<file path="src/rtl/box_point_nearest_matcher_assert.svh">
// Assertion macros for the top level of the box and point matcher.
// Needs a clock named clk and a synchronous reset named rst in scope.
`ifndef BOX_POINT_NEAREST_MATCHER_ASSERT_SVH
`define BOX_POINT_NEAREST_MATCHER_ASSERT_SVH

// The consequent must hold in the same cycle as the antecedent.
`define BPNM_ASSERT_NOW(label, ante, cons, msg) \
  label: assert property (@(posedge clk) disable iff (rst) (ante) |-> (cons)) \
    else $error(msg);

// The consequent must hold in the cycle after the antecedent.
`define BPNM_ASSERT_NEXT(label, ante, cons, msg) \
  label: assert property (@(posedge clk) disable iff (rst) (ante) |=> (cons)) \
    else $error(msg);

`endif

</file>
<file path="src/rtl/bpnm_pkg.sv">
// Package of the box and point matcher: request and result types, codes, constants.
// Used by bpnm_front, bpnm_back and the top level; depends on nothing.
`default_nettype none

package bpnm_pkg;

  localparam int MAX_BOXES_DEF  = 32;
  localparam int MAX_POINTS_DEF = 32;
  localparam int COORD_BITS_DEF = 12;
  localparam int FRAC_BITS_DEF  = 4;

  localparam int IN_CW    = 12;   // coordinate width on the port
  localparam int IDX_W    = 5;    // index width of a result
  localparam int DIST_W   = 18;   // distance width, sixteenths of a pixel
  localparam int RATIO_W  = 8;
  localparam int CFG_IDX_W = 2;
  localparam int CFG_W    = 18;
  localparam int OUT_MAX  = 32;

  localparam logic [DIST_W-1:0] DIST_MAX = '1;

  localparam logic [1:0] MODE_BOX   = 2'd0;
  localparam logic [1:0] MODE_POINT = 2'd1;
  localparam logic [1:0] MODE_RUN   = 2'd2;

  localparam logic [CFG_IDX_W-1:0] REG_SPREAD_RATIO   = 2'd0;
  localparam logic [CFG_IDX_W-1:0] REG_DISTANCE_LIMIT = 2'd1;

  localparam logic [RATIO_W-1:0] SPREAD_RATIO_RST = 8'd32;

  // Column and row picks of the eight box positions: corners and edge midpoints.
  localparam logic [1:0] POS_XSEL [8] = '{2'd0, 2'd1, 2'd2, 2'd0, 2'd2, 2'd0, 2'd2, 2'd1};
  localparam logic [1:0] POS_YSEL [8] = '{2'd0, 2'd0, 2'd0, 2'd1, 2'd1, 2'd2, 2'd2, 2'd2};

  typedef enum logic [1:0] {
    KIND_BOX   = 2'd0,
    KIND_POINT = 2'd1,
    KIND_RUN   = 2'd2
  } kind_t;

  typedef struct packed {
    logic [1:0]       mode;
    logic [IN_CW-1:0] x_coord;
    logic [IN_CW-1:0] y_coord;
    logic [IN_CW-1:0] box_width;
    logic [IN_CW-1:0] box_height;
  } in_item_t;

  typedef struct packed {
    logic [IDX_W-1:0] box_index;
    logic [IDX_W-1:0] point_index;
    logic             found;
    logic             last;
  } out_item_t;

  typedef struct packed {
    kind_t    kind;
    in_item_t item;
  } cmd_t;

  typedef struct packed {
    logic [RATIO_W-1:0] spread_ratio;
    logic [DIST_W-1:0]  distance_limit;
  } cfg_t;

endpackage

`default_nettype wire

</file>
<file path="src/rtl/bpnm_front.sv">
// Front end: accepts requests, classifies them and holds them in a two-entry queue.
// Depends on bpnm_pkg.
`default_nettype none

module bpnm_front import bpnm_pkg::*; (
  input  logic     clk,
  input  logic     rst,
  input  logic     in_valid,
  output logic     in_stall,
  input  in_item_t in_data,
  output logic     cmd_valid,
  input  logic     cmd_pop,
  output cmd_t     cmd
);

  cmd_t       entry [2];
  logic       wp;
  logic       rp;
  logic [1:0] fill;
  logic       accept;
  logic       push;
  kind_t      kind;

  assign in_stall  = (fill == 2'd2);
  assign accept    = in_valid && !in_stall;
  assign cmd_valid = (fill != 2'd0);
  assign cmd       = entry[rp];

  // Requests of the unused mode are taken and dropped here.
  always_comb begin
    kind = KIND_RUN;
    push = accept;
    unique case (in_data.mode)
      MODE_BOX:   kind = KIND_BOX;
      MODE_POINT: kind = KIND_POINT;
      MODE_RUN:   kind = KIND_RUN;
      default:    push = 1'b0;
    endcase
  end

  always_ff @(posedge clk) begin
    if (push) begin
      entry[wp] <= '{kind: kind, item: in_data};
    end
  end

  always_ff @(posedge clk) begin
    if (rst) begin
      wp   <= 1'b0;
      rp   <= 1'b0;
      fill <= 2'd0;
    end else begin
      if (push) begin
        wp <= !wp;
      end
      if (cmd_pop) begin
        rp <= !rp;
      end
      if (push && !cmd_pop) begin
        fill <= fill + 2'd1;
      end else if (!push && cmd_pop) begin
        fill <= fill - 2'd1;
      end
    end
  end

endmodule

`default_nettype wire

</file>
<file path="config.mk">
export PLATFORM = sky130hd
export DESIGN_NAME = bpnm_front
export DESIGN_NICKNAME = d
export VERILOG_FILES = /design/src/rtl/box_point_nearest_matcher_assert.svh /design/src/rtl/bpnm_pkg.sv /design/src/rtl/bpnm_front.sv
export SDC_FILE = /design/constraint.sdc
export NUM_CORES = 1
export LEC_CHECK = 0
export CORE_AREA = 2 2 111 113
export DETAILED_ROUTE_END_ITERATION = 12
export DIE_AREA = 0 0 113 115
export DONT_BUFFER_PORTS = 1
export PLACE_DENSITY = 0.49
export SYNTH_ARGS = -nofsm -noshare
export SYNTH_HDL_FRONTEND = slang
export SYNTH_SLANG_ARGS = --single-unit
</file>
<file path="constraint.sdc">
create_clock -name clk -period 5.1 [get_ports clk]
set_clock_uncertainty 0.05 [all_clocks]
set_input_delay 0.51 -clock clk [delete_from_list [all_inputs] [get_ports clk]]
set_output_delay 0.51 -clock clk [all_outputs]
set_load 0.01 [all_outputs]
</file>
==> results.sh <==
export IMPL_status="finished, violations left"
export IMPL_failed_checks="DRC"
export IMPL_wirelength_um=6790
export IMPL_cts_root_buf="clkbuf_16"
export IMPL_setup_tns_ns=0
export IMPL_synth_area_leaders="edfxtp_1 (78%), mux2_2 (15%), dfxtp_1 (2.5%)"
export IMPL_synth_area_um2=4010
export IMPL_final_max_slew_viol_count=0
export IMPL_path_cells="buf_4 -> mux2_2"
export IMPL_port_buffers=0
export IMPL_antenna_found_initial=0
export IMPL_irDropWorstVdd_v=0.000203
export IMPL_cts_tree="yes"
export IMPL_async_reset_ff_frac=0
export IMPL_diodes=0
export IMPL_nFillCells=1093
export IMPL_gr_total_overflow=0
export IMPL_swShare=0.225
export IMPL_die_h_um=115
export IMPL_synth_most_common_cell="edfxtp_1"
export IMPL_yosysTopAreaCell="edfxtp_1"
export IMPL_finalCritPeriodShare=0.497
export IMPL_intPower_mw=1.46
export IMPL_dp_hpwl_um=4300
export IMPL_cts_sinks=109
export IMPL_grt_start_max_net_pins=41
export IMPL_fin_cells=347
export IMPL_synth_nets=244
export IMPL_syn_inst=189
export IMPL_viasPerCell=4.71
export IMPL_clockPowerShare=0.322
export IMPL_yosys_area_top_type_share=0.779
export IMPL_cts_resized=0
export IMPL_cts_buffers=9
export IMPL_cts_hold_buf=0
export IMPL_cp_required_ns=4.54
export IMPL_grt_pass1_vias=1650
export IMPL_vias=1633
export IMPL_rsz0062_at_grt="no"
export IMPL_maxCapViolations=0
export IMPL_synth_edff_count=104
export IMPL_drive_gt1_frac=0.360
export IMPL_die_x_um=113
export IMPL_final_util=0.375
export IMPL_critPathArrivalTime_ns=1.98
export IMPL_seq_area_frac_synth=0.804
export IMPL_setup_viol=0
export IMPL_design_core_area_um2=11800
export IMPL_slowest_stage="dfxtp_2"
export IMPL_seq_area_um2=3220
export IMPL_clock_latency_ns=0.34
export IMPL_start_util=0.339
export IMPL_area_growth_pct=10.5
export IMPL_cp_start_kind="flip-flop"
export IMPL_synth_cell_types=20
export IMPL_ys_flop_type="edfxtp_1"
export IMPL_dr_pass1_iters=8
export IMPL_route_met3_wl_um=785
export IMPL_ys_warn_count=0
export IMPL_synth_seq_cells=109
export IMPL_hold_violations=0
export IMPL_cpPeakStageDelay_ns=0.67
export IMPL_hold_path_class="in -> reg"
export IMPL_post_cts_buffers=0
export IMPL_layout_min_cycle_time_ns=2.54
export IMPL_postRouteAntennaNets=0
export IMPL_power_density_nw_per_um2=426
export IMPL_cts_buffer_depth=2
export IMPL_clk_pin_slew_ns=0.06
export IMPL_max_freq_mhz=394
export IMPL_die_area_um2=13000
export IMPL_p_comb_frac=0.100
export IMPL_wl_met1_um=2590
export IMPL_worst_slew_pin_slew_ns=1.07
export IMPL_multiInputGateArea_um2=739
export IMPL_synth_common_cells="edfxtp_1 (104), mux2_2 (52), buf_4 (5), dfxtp_1 (5), nor2_1 (4)"
export IMPL_p_seq_frac=0.578
export IMPL_htreeDepth=3
export IMPL_drtIter0Drc=155
export IMPL_route_top_layer_used="met4"
export IMPL_routedWlPerCell_um=19.6
export IMPL_avgSynthCellArea_um2=21.2
export IMPL_num_rows=40
export IMPL_gp_congestion=0.637
export IMPL_layout_nets=251
export IMPL_switchingPower_uw=425
export IMPL_critical_path_class="reg -> out"
export IMPL_pin_count=108
export IMPL_relSlewSlack=0.286
export IMPL_drc=7
export IMPL_grt_total_usage=0.105
export IMPL_leakage_nw=1.41
export IMPL_grt_pass1_wl_um=9870
export IMPL_path_max_fanout=32
export IMPL_place_inst=332
export IMPL_wl_met2_um=3260
export IMPL_end_kind="output port"
## flip-flops by register name (all words and copies together), names as in the netlist, named ones only
| signal | cells |
|---|---|
| entry | 104 |
| fill | 2 |
| rp | 1 |
| wp | 1 |
## power groups by stage
stage                     Sequential [mW]  Clock (mW)  Combinational (mW)
after floorplan                      1.10           0               0.162
after global placement               1.11           0               0.195
after detailed placement             1.11           0               0.196
after CTS                            1.09       0.630               0.197
after global routing                 1.10       0.664               0.205
final                                1.09       0.607               0.189
## worst paths after layout
kind                         from                     end  slack [ns]  cells after the start
max                     flip-flop                 cmd[16]        2.56                      2
min                           rst               flip-flop        0.17                      1
max reg2reg  fill[1]$_SDFFE_PP0P_  entry[0][46]$_DFFE_PP_        2.61                      4
min reg2reg  fill[1]$_SDFFE_PP0P_    fill[1]$_SDFFE_PP0P_        0.44                      2
## worst max-delay path, delay by kind of cell, from the launching register on
family / cells / cell delay, ns
buffers and inverters: 1 / 0.49
flip-flops: 1 / 0.67
multiplexers: 1 / 0.44
## cell families after synthesis
| group | after synthesis | synth area share |
|---|---|---|
| compound gates | 3 | 0.00749 |
| xor+xnor | 3 | 0.00656 |
| fa+ha+maj | 1 | 0.00312 |
| buf+inv | 9 | 0.0134 |
| flops | 109 | 0.804 |
| mux | 53 | 0.150 |
| simple gates | 11 | 0.0153 |
## layout by cell type, fill, tap and decap left out, types with 2 or more instances in the layout
cell	count
buf_4	3
clkbuf_1	2
clkbuf_16	9
clkinv_1	3
dfxtp_1	4
edfxtp_1	104
inv_1	2
mux2_2	52
nor2_1	4
nor2b_1	2
xor2_1	2
## area by class of cell
type,instances,share of cell area
clock buffers,11,0.0526
clock inverters,4,0.00367
inverters,2,0.00170
multi-input cells,71,0.167
flip-flops and latches,109,0.728
well taps,147,0.0415
repair buffers,3,0.00509
## per-layer routing
metal,GRT usage,vias up
li1,-,741
met1,0.116,812
met2,0.160,69
met3,0.0617,11
met4,0.0585,0
met5,0,-
## metrics by stage
| stage | setup WS [ns] | instance area [um2] | hold WS [ns] | power [mW] |
|---|---|---|---|---|
| finish | 2.56 | 4430 | 0.174 | 1.89 |
| global route | 2.38 | 4430 | 0.158 | 1.97 |
| CTS | 2.46 | 4430 | 0.153 | 1.92 |
| detailed placement | 2.41 | 4180 | 0.433 | 1.31 |
| global placement | 2.46 | 4180 | 0.418 | 1.30 |
| floorplan | 1.39 | 4010 | 0.406 | 1.26 |
(Power assumes the default switching activity.)
